File: src/hw/rtl/cpls_pkg.sv
// Shared constants and types for the convex polygon / line strip collision block.
package cpls_pkg;

  localparam int unsigned CoordW = 16;
  localparam int unsigned DiffW  = CoordW + 1;
  localparam int unsigned ProdW  = CoordW + DiffW;
  localparam int unsigned DotW   = ProdW + 1;
  localparam int unsigned PointW = 2 * CoordW;

  // Controller to datapath commands
  typedef struct packed {
    logic poly_wr;
    logic strip_wr;
    logic poly_clear;
    logic rd_axis;
    logic latch_axis;
    logic seg_axis;
    logic rd_seg;
    logic latch_seg;
    logic rd_vert;
    logic acc_vert;
    logic first_vert;
    logic decide;
    logic clear_run;
  } cpls_cmd_t;

  // Datapath to controller status
  typedef struct packed {
    logic any_live;
    logic overflow;
  } cpls_sts_t;

endpackage

File: src/hw/rtl/cpls_ram.sv
// Generic single write port RAM with registered read.
module cpls_ram #(
  parameter int unsigned Width = 32,
  parameter int unsigned Depth = 16
) (
  input  logic                     clk_i,
  input  logic                     we_i,
  input  logic [$clog2(Depth)-1:0] waddr_i,
  input  logic [Width-1:0]         wdata_i,
  input  logic [$clog2(Depth)-1:0] raddr_i,
  output logic [Width-1:0]         rdata_o
);

  logic [Width-1:0] mem_q [Depth];

  // Write and read
  always_ff @(posedge clk_i) begin
    if (we_i) begin
      mem_q[waddr_i] <= wdata_i;
    end
    rdata_o <= mem_q[raddr_i];
  end

endmodule

File: src/hw/rtl/cpls_datapath.sv
// Datapath: point stores, axis, projections, interval compare, live bits.
module cpls_datapath import cpls_pkg::*; #(
  parameter int unsigned MaxPolyVerts   = 16,
  parameter int unsigned MaxStripPoints = 16
) (
  input  logic                          clk_i,
  input  logic                          rst_ni,
  input  cpls_cmd_t                     cmd_i,
  input  logic [PointW-1:0]             point_i,
  input  logic [$clog2(MaxPolyVerts)-1:0]   poly_addr_i,
  input  logic [$clog2(MaxStripPoints)-1:0] strip_addr_i,
  input  logic [$clog2(MaxStripPoints)-1:0] seg_i,
  input  logic                          ovf_set_i,
  output cpls_sts_t                     sts_o
);

  localparam int unsigned PA = $clog2(MaxPolyVerts);
  localparam int unsigned SA = $clog2(MaxStripPoints);

  logic [PointW-1:0] poly_rd, strip_rd;
  logic [PA-1:0]     poly_waddr;
  logic [SA-1:0]     strip_waddr;

  assign poly_waddr  = poly_addr_i;
  assign strip_waddr = strip_addr_i;

  cpls_ram #(.Width(PointW), .Depth(MaxPolyVerts)) u_poly (
    .clk_i, .we_i(cmd_i.poly_wr), .waddr_i(poly_waddr), .wdata_i(point_i),
    .raddr_i(poly_addr_i), .rdata_o(poly_rd)
  );
  cpls_ram #(.Width(PointW), .Depth(MaxStripPoints)) u_strip (
    .clk_i, .we_i(cmd_i.strip_wr), .waddr_i(strip_waddr), .wdata_i(point_i),
    .raddr_i(strip_addr_i), .rdata_o(strip_rd)
  );

  logic signed [CoordW-1:0] ax0_q, ay0_q, sx0_q, sy0_q;
  logic signed [DiffW-1:0]  axx_q, axy_q;
  logic signed [DotW-1:0]   pmin_q, pmax_q, d1_q;
  logic signed [DotW-1:0]   dot, lmin, lmax;
  logic                     have_first_q, have_d1_q;
  logic [MaxStripPoints-2:0] live_q;
  logic                     ovf_q;
  logic signed [CoordW-1:0] rx, ry;
  logic signed [ProdW-1:0]  mx_q, my_q;
  logic                     mvalid_q, mpoly_q;

  assign rx = poly_rd[CoordW-1:0];
  assign ry = poly_rd[PointW-1:CoordW];

  // Select the point fed into the projection multipliers
  logic signed [CoordW-1:0] qx, qy;
  assign qx = cmd_i.acc_vert ? rx : strip_rd[CoordW-1:0];
  assign qy = cmd_i.acc_vert ? ry : strip_rd[PointW-1:CoordW];

  assign dot = DotW'(mx_q) + DotW'(my_q);
  assign lmin = (d1_q < dot) ? d1_q : dot;
  assign lmax = (d1_q < dot) ? dot : d1_q;

  // Axis capture, multiply stage, accumulate, live update
  always_ff @(posedge clk_i or negedge rst_ni) begin
    if (!rst_ni) begin
      live_q       <= '1;
      ovf_q        <= 1'b0;
      have_first_q <= 1'b0;
      have_d1_q    <= 1'b0;
      mvalid_q     <= 1'b0;
      mpoly_q      <= 1'b0;
    end else begin
      if (ovf_set_i) ovf_q <= 1'b1;
      if (cmd_i.clear_run) begin
        live_q <= '1;
        ovf_q  <= 1'b0;
      end
      if (cmd_i.rd_axis) begin
        ax0_q <= cmd_i.seg_axis ? strip_rd[CoordW-1:0] : rx;
        ay0_q <= cmd_i.seg_axis ? strip_rd[PointW-1:CoordW] : ry;
      end
      if (cmd_i.latch_axis) begin
        axx_q <= DiffW'(ay0_q)
               - DiffW'(cmd_i.seg_axis ? $signed(strip_rd[PointW-1:CoordW]) : ry);
        axy_q <= DiffW'(cmd_i.seg_axis ? $signed(strip_rd[CoordW-1:0]) : rx)
               - DiffW'(ax0_q);
      end
      mvalid_q <= cmd_i.acc_vert || cmd_i.rd_seg || cmd_i.latch_seg;
      mpoly_q  <= cmd_i.acc_vert;
      // Hold the products between projections
      if (cmd_i.acc_vert || cmd_i.rd_seg || cmd_i.latch_seg) begin
        mx_q <= ProdW'(qx) * ProdW'(axx_q);
        my_q <= ProdW'(qy) * ProdW'(axy_q);
      end
      if (cmd_i.first_vert) begin
        have_first_q <= 1'b0;
        have_d1_q    <= 1'b0;
      end else if (mvalid_q) begin
        if (mpoly_q) begin
          if (!have_first_q || dot < pmin_q) pmin_q <= dot;
          if (!have_first_q || dot > pmax_q) pmax_q <= dot;
          have_first_q <= 1'b1;
        end else if (!have_d1_q) begin
          d1_q      <= dot;
          have_d1_q <= 1'b1;
        end
      end
      if (cmd_i.decide) begin
        if (!(have_first_q && lmax >= pmin_q && pmax_q >= lmin)) begin
          live_q[seg_i[SA-1:0] < SA'(MaxStripPoints-1) ? seg_i : '0] <= 1'b0;
        end
      end
    end
  end

  logic [MaxStripPoints-2:0] mask;
  always_comb begin
    for (int k = 0; k < MaxStripPoints-1; k++) begin
      mask[k] = (SA+1)'(k) < (SA+1)'(strip_addr_i) + (SA+1)'(0) ? 1'b1 : 1'b0;
    end
  end

  assign sts_o.any_live = |(live_q & mask);
  assign sts_o.overflow = ovf_q;

endmodule

File: src/hw/rtl/cpls_ctrl.sv
// Controller: load sequencing and the edge by segment test walk.
module cpls_ctrl import cpls_pkg::*; #(
  parameter int unsigned MaxPolyVerts   = 16,
  parameter int unsigned MaxStripPoints = 16
) (
  input  logic                   clk_i,
  input  logic                   rst_ni,
  input  logic                   in_valid_i,
  output logic                   in_ready_o,
  input  logic                   in_mode_i,
  input  logic                   in_last_i,
  output logic                   out_valid_o,
  input  logic                   out_ready_i,
  output logic                   out_hit_o,
  output logic                   out_ovf_o,
  output cpls_cmd_t              cmd_o,
  output logic [$clog2(MaxPolyVerts)-1:0]   poly_addr_o,
  output logic [$clog2(MaxStripPoints)-1:0] strip_addr_o,
  output logic [$clog2(MaxStripPoints)-1:0] seg_o,
  output logic                   ovf_set_o,
  input  cpls_sts_t              sts_i
);

  localparam int unsigned PA = $clog2(MaxPolyVerts);
  localparam int unsigned SA = $clog2(MaxStripPoints);
  localparam int unsigned PC = $clog2(MaxPolyVerts + 1);
  localparam int unsigned SC = $clog2(MaxStripPoints + 1);

  localparam logic [3:0] StIdle  = 4'd0;
  localparam logic [3:0] StAxA   = 4'd1;
  localparam logic [3:0] StAxB   = 4'd2;
  localparam logic [3:0] StAxL   = 4'd3;
  localparam logic [3:0] StVert  = 4'd4;
  localparam logic [3:0] StSegA  = 4'd5;
  localparam logic [3:0] StSegB  = 4'd6;
  localparam logic [3:0] StWait1 = 4'd7;
  localparam logic [3:0] StWait2 = 4'd8;
  localparam logic [3:0] StDec   = 4'd9;
  localparam logic [3:0] StOut   = 4'd10;
  localparam logic [3:0] StRes   = 4'd11;

  logic [3:0]    state_q, state_d;
  logic [PC-1:0] pcnt_q, pcnt_d;
  logic [SC-1:0] scnt_q, scnt_d;
  logic          closed_q, closed_d;
  logic          phase2_q, phase2_d;
  logic [PC-1:0] edge_q, edge_d, vcnt_q, vcnt_d;
  logic [SC-1:0] seg_q, seg_d;
  logic          hit_q, hit_d, ovf_q, ovf_d;
  logic [PC-1:0] pcnt_eff, nxt;
  logic [SC-1:0] nseg;
  logic          acc;

  assign in_ready_o  = (state_q == StIdle);
  assign acc         = in_valid_i && in_ready_o;
  assign out_valid_o = (state_q == StRes);
  assign out_hit_o   = hit_q;
  assign out_ovf_o   = ovf_q;
  assign seg_o       = seg_q[SA-1:0];
  assign pcnt_eff    = (closed_q && !in_mode_i) ? '0 : pcnt_q;
  assign nseg        = (scnt_q >= SC'(2)) ? scnt_q - SC'(1) : '0;
  assign nxt         = (edge_q + PC'(1) == pcnt_q) ? '0 : edge_q + PC'(1);

  // Sequence loads and the test walk
  always_comb begin
    state_d = state_q; pcnt_d = pcnt_q; scnt_d = scnt_q; closed_d = closed_q;
    phase2_d = phase2_q; edge_d = edge_q; vcnt_d = vcnt_q; seg_d = seg_q;
    hit_d = hit_q; ovf_d = ovf_q;
    cmd_o = '0; ovf_set_o = 1'b0;
    poly_addr_o = '0; strip_addr_o = scnt_q[SA-1:0];
    case (state_q)
      StIdle: begin
        poly_addr_o = pcnt_eff[PA-1:0];
        if (acc) begin
          if (!in_mode_i) begin
            closed_d = in_last_i;
            if (pcnt_eff < PC'(MaxPolyVerts)) begin
              cmd_o.poly_wr = 1'b1;
              pcnt_d = pcnt_eff + PC'(1);
            end else begin
              pcnt_d = pcnt_eff;
              ovf_set_o = 1'b1;
            end
          end else begin
            if (scnt_q < SC'(MaxStripPoints)) begin
              cmd_o.strip_wr = 1'b1;
              scnt_d = scnt_q + SC'(1);
            end else begin
              ovf_set_o = 1'b1;
            end
            if (in_last_i) begin
              state_d = StAxA; phase2_d = 1'b0; edge_d = '0; seg_d = '0;
            end
          end
        end
      end
      StAxA: begin
        // Pick the axis: polygon edge or current segment
        if (pcnt_q == '0 || nseg == '0) begin
          state_d = StOut;
        end else if (!phase2_q && edge_q >= pcnt_q) begin
          phase2_d = 1'b1; seg_d = '0;
        end else if (phase2_q && seg_q >= nseg) begin
          state_d = StOut;
        end else begin
          poly_addr_o  = edge_q[PA-1:0];
          strip_addr_o = seg_q[SA-1:0];
          state_d = StAxB;
        end
      end
      StAxB: begin
        cmd_o.rd_axis = 1'b1; cmd_o.seg_axis = phase2_q;
        poly_addr_o  = nxt[PA-1:0];
        strip_addr_o = SA'(seg_q + SC'(1));
        state_d = StAxL;
      end
      StAxL: begin
        cmd_o.latch_axis = 1'b1; cmd_o.seg_axis = phase2_q;
        cmd_o.first_vert = 1'b1; vcnt_d = '0;
        poly_addr_o = '0;
        state_d = StVert;
      end
      StVert: begin
        // Stream polygon vertices through the projection
        poly_addr_o = PA'(vcnt_q);
        cmd_o.acc_vert = (vcnt_q != '0);
        vcnt_d = vcnt_q + PC'(1);
        if (vcnt_q == pcnt_q) begin
          strip_addr_o = seg_q[SA-1:0];
          state_d = StSegA;
        end
      end
      StSegA: begin
        strip_addr_o = SA'(seg_q + SC'(1));
        cmd_o.rd_seg = 1'b1;
        state_d = StSegB;
      end
      StSegB: begin
        cmd_o.latch_seg = 1'b1;
        state_d = StWait1;
      end
      StWait1: state_d = StWait2;
      StWait2: begin
        cmd_o.decide = 1'b1;
        state_d = StDec;
      end
      StDec: begin
        // Advance segment, then edge
        state_d = StAxA;
        if (phase2_q) begin
          seg_d = seg_q + SC'(1);
        end else if (seg_q + SC'(1) >= nseg) begin
          seg_d = '0; edge_d = edge_q + PC'(1);
        end else begin
          seg_d = seg_q + SC'(1);
        end
      end
      StOut: begin
        hit_d = (pcnt_q != '0) && sts_i.any_live;
        ovf_d = sts_i.overflow;
        strip_addr_o = nseg[SA-1:0] + SA'(nseg == SC'(MaxStripPoints) ? 0 : 0);
        state_d = StRes;
      end
      StRes: begin
        if (out_ready_i) begin
          cmd_o.clear_run = 1'b1;
          scnt_d = '0;
          state_d = StIdle;
        end
      end
      default: state_d = StIdle;
    endcase
  end

  // State registers
  always_ff @(posedge clk_i or negedge rst_ni) begin
    if (!rst_ni) begin
      state_q <= StIdle; pcnt_q <= '0; scnt_q <= '0; closed_q <= 1'b0;
      phase2_q <= 1'b0; edge_q <= '0; vcnt_q <= '0; seg_q <= '0;
      hit_q <= 1'b0; ovf_q <= 1'b0;
    end else begin
      state_q <= state_d; pcnt_q <= pcnt_d; scnt_q <= scnt_d; closed_q <= closed_d;
      phase2_q <= phase2_d; edge_q <= edge_d; vcnt_q <= vcnt_d; seg_q <= seg_d;
      hit_q <= hit_d; ovf_q <= ovf_d;
    end
  end

endmodule

File: src/hw/rtl/convex_polygon_line_strip_collision_top.sv
// Top level of the convex polygon versus line strip collision block.
// Points load one per cycle while the block is idle (ready stays high). The strip point
// flagged tlast starts a separating-axis walk run by one shared projection unit (two
// multipliers and an adder), with the input ready low until the result beat is taken:
// every edge axis is tried on every segment and each segment axis on its own segment, for
// V edge axes times S segments plus S segment axes, where V is the vertex count and S the
// segment count. One result beat (hit, overflow) follows; the polygon is kept for later
// strips.
module convex_polygon_line_strip_collision_top import cpls_pkg::*; #(
  parameter int unsigned MAX_POLY_VERTS   = 16,
  parameter int unsigned MAX_STRIP_POINTS = 16
) (
  input  logic        clk_i,
  input  logic        rst_ni,
  input  logic        s_axis_tvalid,
  output logic        s_axis_tready,
  input  logic [31:0] s_axis_tdata,  // coord_x[15:0], coord_y[31:16]
  input  logic        s_axis_tuser,  // mode
  input  logic        s_axis_tlast,  // last
  output logic        m_axis_tvalid,
  input  logic        m_axis_tready,
  output logic [7:0]  m_axis_tdata   // hit[0], overflow[1], zero fill
);

  cpls_cmd_t cmd;
  cpls_sts_t sts;
  logic [$clog2(MAX_POLY_VERTS)-1:0]   poly_addr;
  logic [$clog2(MAX_STRIP_POINTS)-1:0] strip_addr, seg;
  logic ovf_set, hit, ovf;

  cpls_ctrl #(.MaxPolyVerts(MAX_POLY_VERTS), .MaxStripPoints(MAX_STRIP_POINTS)) u_ctrl (
    .clk_i, .rst_ni,
    .in_valid_i(s_axis_tvalid), .in_ready_o(s_axis_tready),
    .in_mode_i(s_axis_tuser), .in_last_i(s_axis_tlast),
    .out_valid_o(m_axis_tvalid), .out_ready_i(m_axis_tready),
    .out_hit_o(hit), .out_ovf_o(ovf),
    .cmd_o(cmd), .poly_addr_o(poly_addr), .strip_addr_o(strip_addr), .seg_o(seg),
    .ovf_set_o(ovf_set), .sts_i(sts)
  );

  cpls_datapath #(.MaxPolyVerts(MAX_POLY_VERTS), .MaxStripPoints(MAX_STRIP_POINTS)) u_dp (
    .clk_i, .rst_ni, .cmd_i(cmd), .point_i(s_axis_tdata),
    .poly_addr_i(poly_addr), .strip_addr_i(strip_addr), .seg_i(seg),
    .ovf_set_i(ovf_set), .sts_o(sts)
  );

  assign m_axis_tdata = {6'b0, ovf, hit};

endmodule

File: config.mk
export PLATFORM = sky130hd
export DESIGN_NAME = convex_polygon_line_strip_collision_top
export DESIGN_NICKNAME = d
export VERILOG_FILES = /design/src/hw/rtl/cpls_pkg.sv /design/src/hw/rtl/cpls_ram.sv /design/src/hw/rtl/cpls_datapath.sv /design/src/hw/rtl/cpls_ctrl.sv /design/src/hw/rtl/convex_polygon_line_strip_collision_top.sv
export SDC_FILE = /design/constraint.sdc
export NUM_CORES = 2
export LEC_CHECK = 0
export ABC_AREA = 1
export BUFFER_PORTS_ARGS = -buffer_cell sky130_fd_sc_hd__buf_4
export CORE_MARGIN = 10
export CORE_UTILIZATION = 40
export DETAILED_ROUTE_END_ITERATION = 8
export PLACE_DENSITY_LB_ADDON = 0.2
export SETUP_SLACK_MARGIN = 0.1
export SLEW_MARGIN = 20
export SYNTH_ARGS = -nofsm -noshare
export SYNTH_HDL_FRONTEND = slang
export SYNTH_SLANG_ARGS = --single-unit
File: constraint.sdc
create_clock -name clk_i -period 9.8 [get_ports clk_i]
set_input_delay 0.49 -clock clk_i [delete_from_list [all_inputs] [get_ports clk_i]]
set_output_delay 0.49 -clock clk_i [all_outputs]
set_load 0.01 [all_outputs]
* After elaboration in Yosys (flattened, before gate mapping)
Memories as Yosys holds them, arrays and structs flattened. A register that Yosys moved wholly into a read port is not among the register bits.
Index checks and enable logic that the tools add are counted.
** Storage, ports and cells
- Input port bits :: 38
- Memories kept :: 2
- Word-level logic and storage cells :: 251
- Memory bits (writable) :: 1024
- Register bits after elaboration :: 287
** Cells by class
- Order comparisons :: 29
- $add $sub $neg :: 9
- Equal/unequal tests :: 25
- $mul :: 2
- Bitwise operators :: 7
- Reduce and logical (&&, ||, !) cells :: 46
- Muxes and demuxes :: 106
** Memory list
- u_dp.u_poly.mem_q :: words 16, bits a word 32, rd ports 1, clocked after memory_dff 1, wr ports 1, RTL line cpls_ram.sv:14 : logic [Width-1:0] mem_q [Depth];
- u_dp.u_strip.mem_q :: words 16, bits a word 32, rd ports 1, clocked after memory_dff 1, wr ports 1, RTL line cpls_ram.sv:14
** Operator list (count)
- $mux W5 :: 16
- $ge A34 B34 Y1 :: 2
- $lt A34 B34 Y1 :: 2
- $mux W34 :: 2
- $mux W4 :: 17
- $mul A16 B17 Y33 :: 2
- $mux W16 :: 4
- $mux W1 :: 51
- $pmux W4 S12 :: 1
- $mux W15 :: 3
- $add A33 B33 Y34 :: 1
- $gt A34 B34 Y1 :: 1
- $mux W17 :: 2
- $pmux W4 S4 :: 2
- $and A15 B15 Y15 :: 2
- $pmux W5 S2 :: 3
- $lt A4 B4 Y1 const A :: 7
- $add A5 B1 Y5 const B :: 5
- $reduce_and A6 Y1 :: 4
- $reduce_and A5 Y1 :: 4
- $sub A16 B17 Y17 :: 1
- $sub A17 B16 Y17 :: 1
- $eq A4 B3 Y1 const B :: 4
- $eq A4 B4 Y1 const B :: 4
- 34 further kinds :: 83

* Logic depth before layout (Yosys ltp)
- Depth after elaboration :: 13
- Gate-level depth with buffers :: 50

* Modules after synthesis
Synthesis repeated with hierarchy kept, for this count alone.
** Unflattened totals
- Cell total of the unflattened synthesis :: 9205
- Area, all modules :: 86482.9 um2
** By module, submodules not included
- cpls_datapath :: cells each 4502, area each 38001.4 um2, times used 1, seq. area each 7546.0 um2
- cpls_ram at u_dp.u_poly :: cells each 2120, area each 22744.3 um2, times used 1, seq. area each 16015.4 um2
- cpls_ram at u_dp.u_strip :: cells each 2120, area each 22730.6 um2, times used 1, seq. area each 16015.4 um2
- cpls_ctrl :: cells each 454, area each 2942.8 um2, times used 1, seq. area each 825.8 um2
- convex_polygon_line_strip_collision_top :: cells each 9, area each 63.8 um2, times used 1, seq. area each 0.0 um2

* Least setup slack after synthesis
No wires, ideal clock.
- Kind :: reg2reg
- Start :: register u_ctrl.state_q[1]
- End :: register u_dp.my_q[32], data pin
- Required time :: 9535 ps
- Slack :: 2646 ps
- Stages on the path, launching flop included :: 27
- Arrival time :: 6889 ps
- Path through :: dfrtp_1 buf_4 nor2_1 inv_1 nor2_4 nand2_1 clkbuf_1 buf_1 o21ai_1 nor2_1 fa_1 fa_1 inv_1 fa_1 fa_1 fa_1 fa_1 inv_1 ha_1 nand2_1 nor2_1 nand2_1 or4_1 o221ai_1 a31oi_1 o21ai_0 xor2_1
** On the way
- Word-level cells in the longest chain between the ends :: 4
** Ends and longest elaborated chain
- from (decl) :: RTL line cpls_ctrl.sv:42 : logic [3:0] state_q, state_d;
- from (signal assigned) :: RTL line cpls_ctrl.sv:182 : state_q <= state_d; pcnt_q <= pcnt_d; scnt_q <= scnt_d; closed_q <= closed_d;
- $eq A4 B3 Y1 :: RTL line cpls_ctrl.sv:71 : case (state_q)
- $mux W1 :: RTL line cpls_ctrl.sv:71
- $mux W16 :: RTL line cpls_datapath.sv:53 : assign qy = cmd_i.acc_vert ? ry : strip_rd[PointW-1:CoordW];
- $mul A16 B17 Y33 :: RTL line cpls_datapath.sv:89 : my_q <= ProdW'(qy) * ProdW'(axy_q);
- to (signal assigned) :: RTL line cpls_datapath.sv:89
- to (decl) :: RTL line cpls_datapath.sv:44 : logic signed [ProdW-1:0] mx_q, my_q;
Every way passes these cells.
A chain may end at the register's enable or synchronous reset.

* Worst setup path in the final report
- Start :: register u_ctrl.state_q[1]
- End :: register u_dp.mx_q[29], data pin
** On the way
- Word-level cells in the longest chain between the ends :: 4
** Ends and longest elaborated chain
- $eq A4 B3 Y1 :: RTL line cpls_ctrl.sv:71
- $mux W1 :: RTL line cpls_ctrl.sv:71
- $mux W16 :: RTL line cpls_datapath.sv:52 : assign qx = cmd_i.acc_vert ? rx : strip_rd[CoordW-1:0];
- $mul A16 B17 Y33 :: RTL line cpls_datapath.sv:88 : mx_q <= ProdW'(qx) * ProdW'(axx_q);
- to (signal assigned) :: RTL line cpls_datapath.sv:88
- to (decl) :: RTL line cpls_datapath.sv:44
Every way passes these cells.

==> run metrics <==
Cell variety after synth 62; Crit Path Class reg2reg; warnings from Yosys 0; CP peak stage delay 1130 ps; Total GRT Usage 19.5%; n_diodes 0; stages on the worst setup path 26; met1 Use GR 25.5%; Avg Inst Size Synth 11.2 um2; hold path depth 1; initial antenna violation count 5; Core Region 197,000 um2; worst path bufs/invs 6; FP Rows 163; post-layout min period 8790 ps; Wirelength per Cell 21.8 um; global routing usage on met3 2.79%; status completed; Die Area 216,000 um2; input/output buffers 41; clk sinks 1,375; Top FF cell, synth edfxtp_1; die height 465 um; starting density of the core 40.1%; drt total wl 214 mm; share of post-route cells with drive strength above 1 6.48%; reg-to-reg critical path endpoint u_dp.mx_q[29]; GRT Max-Usage Layer met2; Yosys reg bits 1,375; M2 GR Usage 33.4%; gp weighted congestion 0.891; clk_skew 41.0 ps; CTS Buf Count 148; cts-stage hold buffer count 5; EDFF count, synth 1,258; vias per cell 5.20; maxcap violations 0; Critical Path RT 10,350 ps; unrepaired setup endpoints after global routing false; IO Pins 48; Post-CTS Repair Setup Buffers 0; ANT nets after route 0; Max clock buf depth 3; final setup fails 0; worst reg2reg path startpoint u_ctrl.state_q[1]; largest net degree at the start of global routing 130; Worst Tran Pin Value 1110 ps; DR pass1 iterations 6; crit path to u_dp.mx_q[29]; # resized after CTS 0; Synth async-reset ratio 3.85%; H-tree level count 4; final hold viol count 0; total number of vias 51.2k; fin crit share 89.6%; root buf cell clkbuf_16; P&R area growth vs syn 10.7%; setup TNS 0 ps; DRT iter0 DRCs 4,092; fmax 114 MHz; Rel. slew slack 25.4%; r2r setup slk 1010 ps; DR DRC count 0; GRT overflow 0; vias in the first global route 52.9k; Synth Cell Area 79,000 um2; Max Slew Vio Count 0; CP delay by family, top adder cells; clock-pin slew on the worst setup and hold paths 60 ps; HP Class in2reg; sequential share of the synthesized area 51.1%; Die X 465 um; Cells after Synth 7,030; CP Launch Type flop; CTS tree done; worst skew pair latency 820 ps; CP Max Fanout 47; first-pass GRT wire length 327 mm; Worst Path Arrival 9330 ps; Setup crit start u_ctrl.state_q[1]; Worst setup EP type flop; Slowest-stage cell, CP o21ai_0; Worst Reg-to-Reg Cells 26; Total Nets Final 8,095; post-DP HPWL 145 mm
==> cell usage in the layout, fill, tap and decap left out, types with 21 or more instances in the layout <==
cell type / instances
a21oi_1: 209
a22oi_1: 513
buf_4: 118
clkbuf_1: 42
clkbuf_16: 152
clkinv_1: 32
dfrtp_1: 38
dfxtp_1: 64
edfxtp_1: 1258
fa_1: 555
ha_1: 423
inv_1: 1051
inv_2: 22
nand2_1: 1469
nand3_1: 105
nand4_1: 104
nor2_1: 355
nor2_4: 48
nor3_1: 36
o21a_1: 21
o21ai_0: 159
xnor2_1: 50
xor2_1: 97
==> per-stage QoR <==
step | hold slack [ps] | setup WS, ps | area, um2 | cells | util (%)
3_5_place_dp | 476 | 1010 | 82600 | 9564 | 41.9
6_report | 96.6 | 1010 | 87500 | 9845 | 44.4
5_1_grt | 59.3 | 443 | 87500 | 9845 | 44.4
2_1_floorplan | 194 | 2650 | 79100 | 7035 | -
3_3_place_gp | 473 | 798 | 82600 | 9564 | 41.9
4_1_cts | 14.5 | 1000 | 87500 | 9845 | 44.4
==> layer usage <==
| metal | share of wire, % | up-vias |
|---|---|---|
| met1 | 42 | 25500 |
| met5 | 0.0084 | - |
| met2 | 49 | 1437 |
| li1 | - | 23900 |
| met3 | 5.2 | 346 |
| met4 | 3.2 | 2 |
==> cell families (layout without fill, tap and decap cells) <==
kind of cell	count (synthesis)	in the layout	share of synthesized area, %
AO/OA/AOI/OAI	1041	1041	8.67
XOR/XNOR	147	147	1.63
adder cells (fa/ha/maj)	978	978	20.8
buffers and inverters	1315	1485	6.62
flip-flops	1375	1375	51.1
other	1	6	0.00474
AND/OR/NAND/NOR	2173	2173	11.2
==> worst register-to-register path, cell delays in order, from the launching register on <==
cell and delay, ps:
dfrtp_1 480, nor2_1 140, inv_1 100, nor2_4 240, nand2_2 570, o21ai_0 1190
inv_1 650, nand2_1 250, fa_1 430, fa_1 510, inv_1 50, fa_1 520
inv_1 50, fa_1 480, fa_1 500, inv_1 60, fa_1 470, ha_1 370
nand2_1 150, nor2_1 120, inv_1 40, o21ai_1 280, a21boi_0 210, o21ai_1 240
a21boi_0 180, o21ai_1 170, xor2_1 80
==> Yosys cell counts, types with 4 or more instances <==
cell / n / area share [%]
clkbuf_1: 83 / 0.39
dfstp_2: 15 / 0.50
nor2_2: 5 / 0.040
inv_1: 1051 / 5.0
nor3_1: 37 / 0.23
xnor2_1: 50 / 0.55
buf_2: 105 / 0.66
nand4_1: 104 / 0.82
o21a_1: 21 / 0.20
buf_1: 18 / 0.085
o221ai_1: 9 / 0.10
xor2_1: 97 / 1.1
buf_4: 15 / 0.14
a21oi_1: 213 / 1.3
ha_1: 423 / 6.7
nor4_1: 7 / 0.055
o211ai_1: 11 / 0.10
dfrtp_1: 38 / 1.2
dfxtp_1: 64 / 1.6
a31oi_1: 9 / 0.071
a221oi_1: 5 / 0.055
clkinv_1: 5 / 0.024
a211oi_1: 8 / 0.076
inv_2: 24 / 0.11
o2111ai_1: 4 / 0.044
nand3_2: 5 / 0.063
o21ai_1: 18 / 0.11
nand2_1: 1472 / 7.0
a22oi_1: 513 / 4.9
edfxtp_1: 1258 / 48
nand2_2: 14 / 0.11
buf_6: 14 / 0.20
nor2_4: 8 / 0.11
nand3_1: 106 / 0.67
a21o_1: 11 / 0.10
nor2_1: 393 / 1.9
o22ai_1: 12 / 0.095
o21bai_1: 18 / 0.17
and3_1: 4 / 0.032
o21ai_0: 160 / 1.0
fa_1: 555 / 14
a21boi_0: 14 / 0.13
==> sequential cells by signal, summed over array words and instances, names as in the netlist, 17 cells and up <==
register / cells
u_dp.axx_q: 17
u_dp.u_poly.mem_q: 512
u_dp.mx_q: 33
u_dp.pmax_q: 34
u_dp.u_strip.mem_q: 512
u_dp.d1_q: 34
u_dp.pmin_q: 34
u_dp.axy_q: 17
u_dp.u_strip.rdata_o: 32
u_dp.u_poly.rdata_o: 32
u_dp.my_q: 33
==> how the worst min path moves through the flow <==
stage,start,endpoint
2_1_floorplan,rst_ni,u_ctrl.closed_q
3_3_place_gp,u_ctrl.out_ovf_o,u_ctrl.out_ovf_o
3_5_place_dp,u_ctrl.out_ovf_o,u_ctrl.out_ovf_o
4_1_cts,s_axis_tvalid,u_dp.ovf_q
5_1_grt,s_axis_tdata[26],u_dp.u_strip.mem_q[2][26]
6_report,s_axis_tdata[26],u_dp.u_strip.mem_q[2][26]
==> cell type report <==
type | count | area [um2]
well taps | 2640 | 3300
multi-input cells | 4345 | 33800
clock buffers | 199 | 4030
clock inverters | 77 | 866
repair buffers | 129 | 1060
fillers | 18300 | 110000
flip-flops and latches | 1375 | 40400
inverters | 1080 | 4060
Power is not shown: default switching activity piles up to over one toggle a cycle in this logic, so the estimate is an artifact.
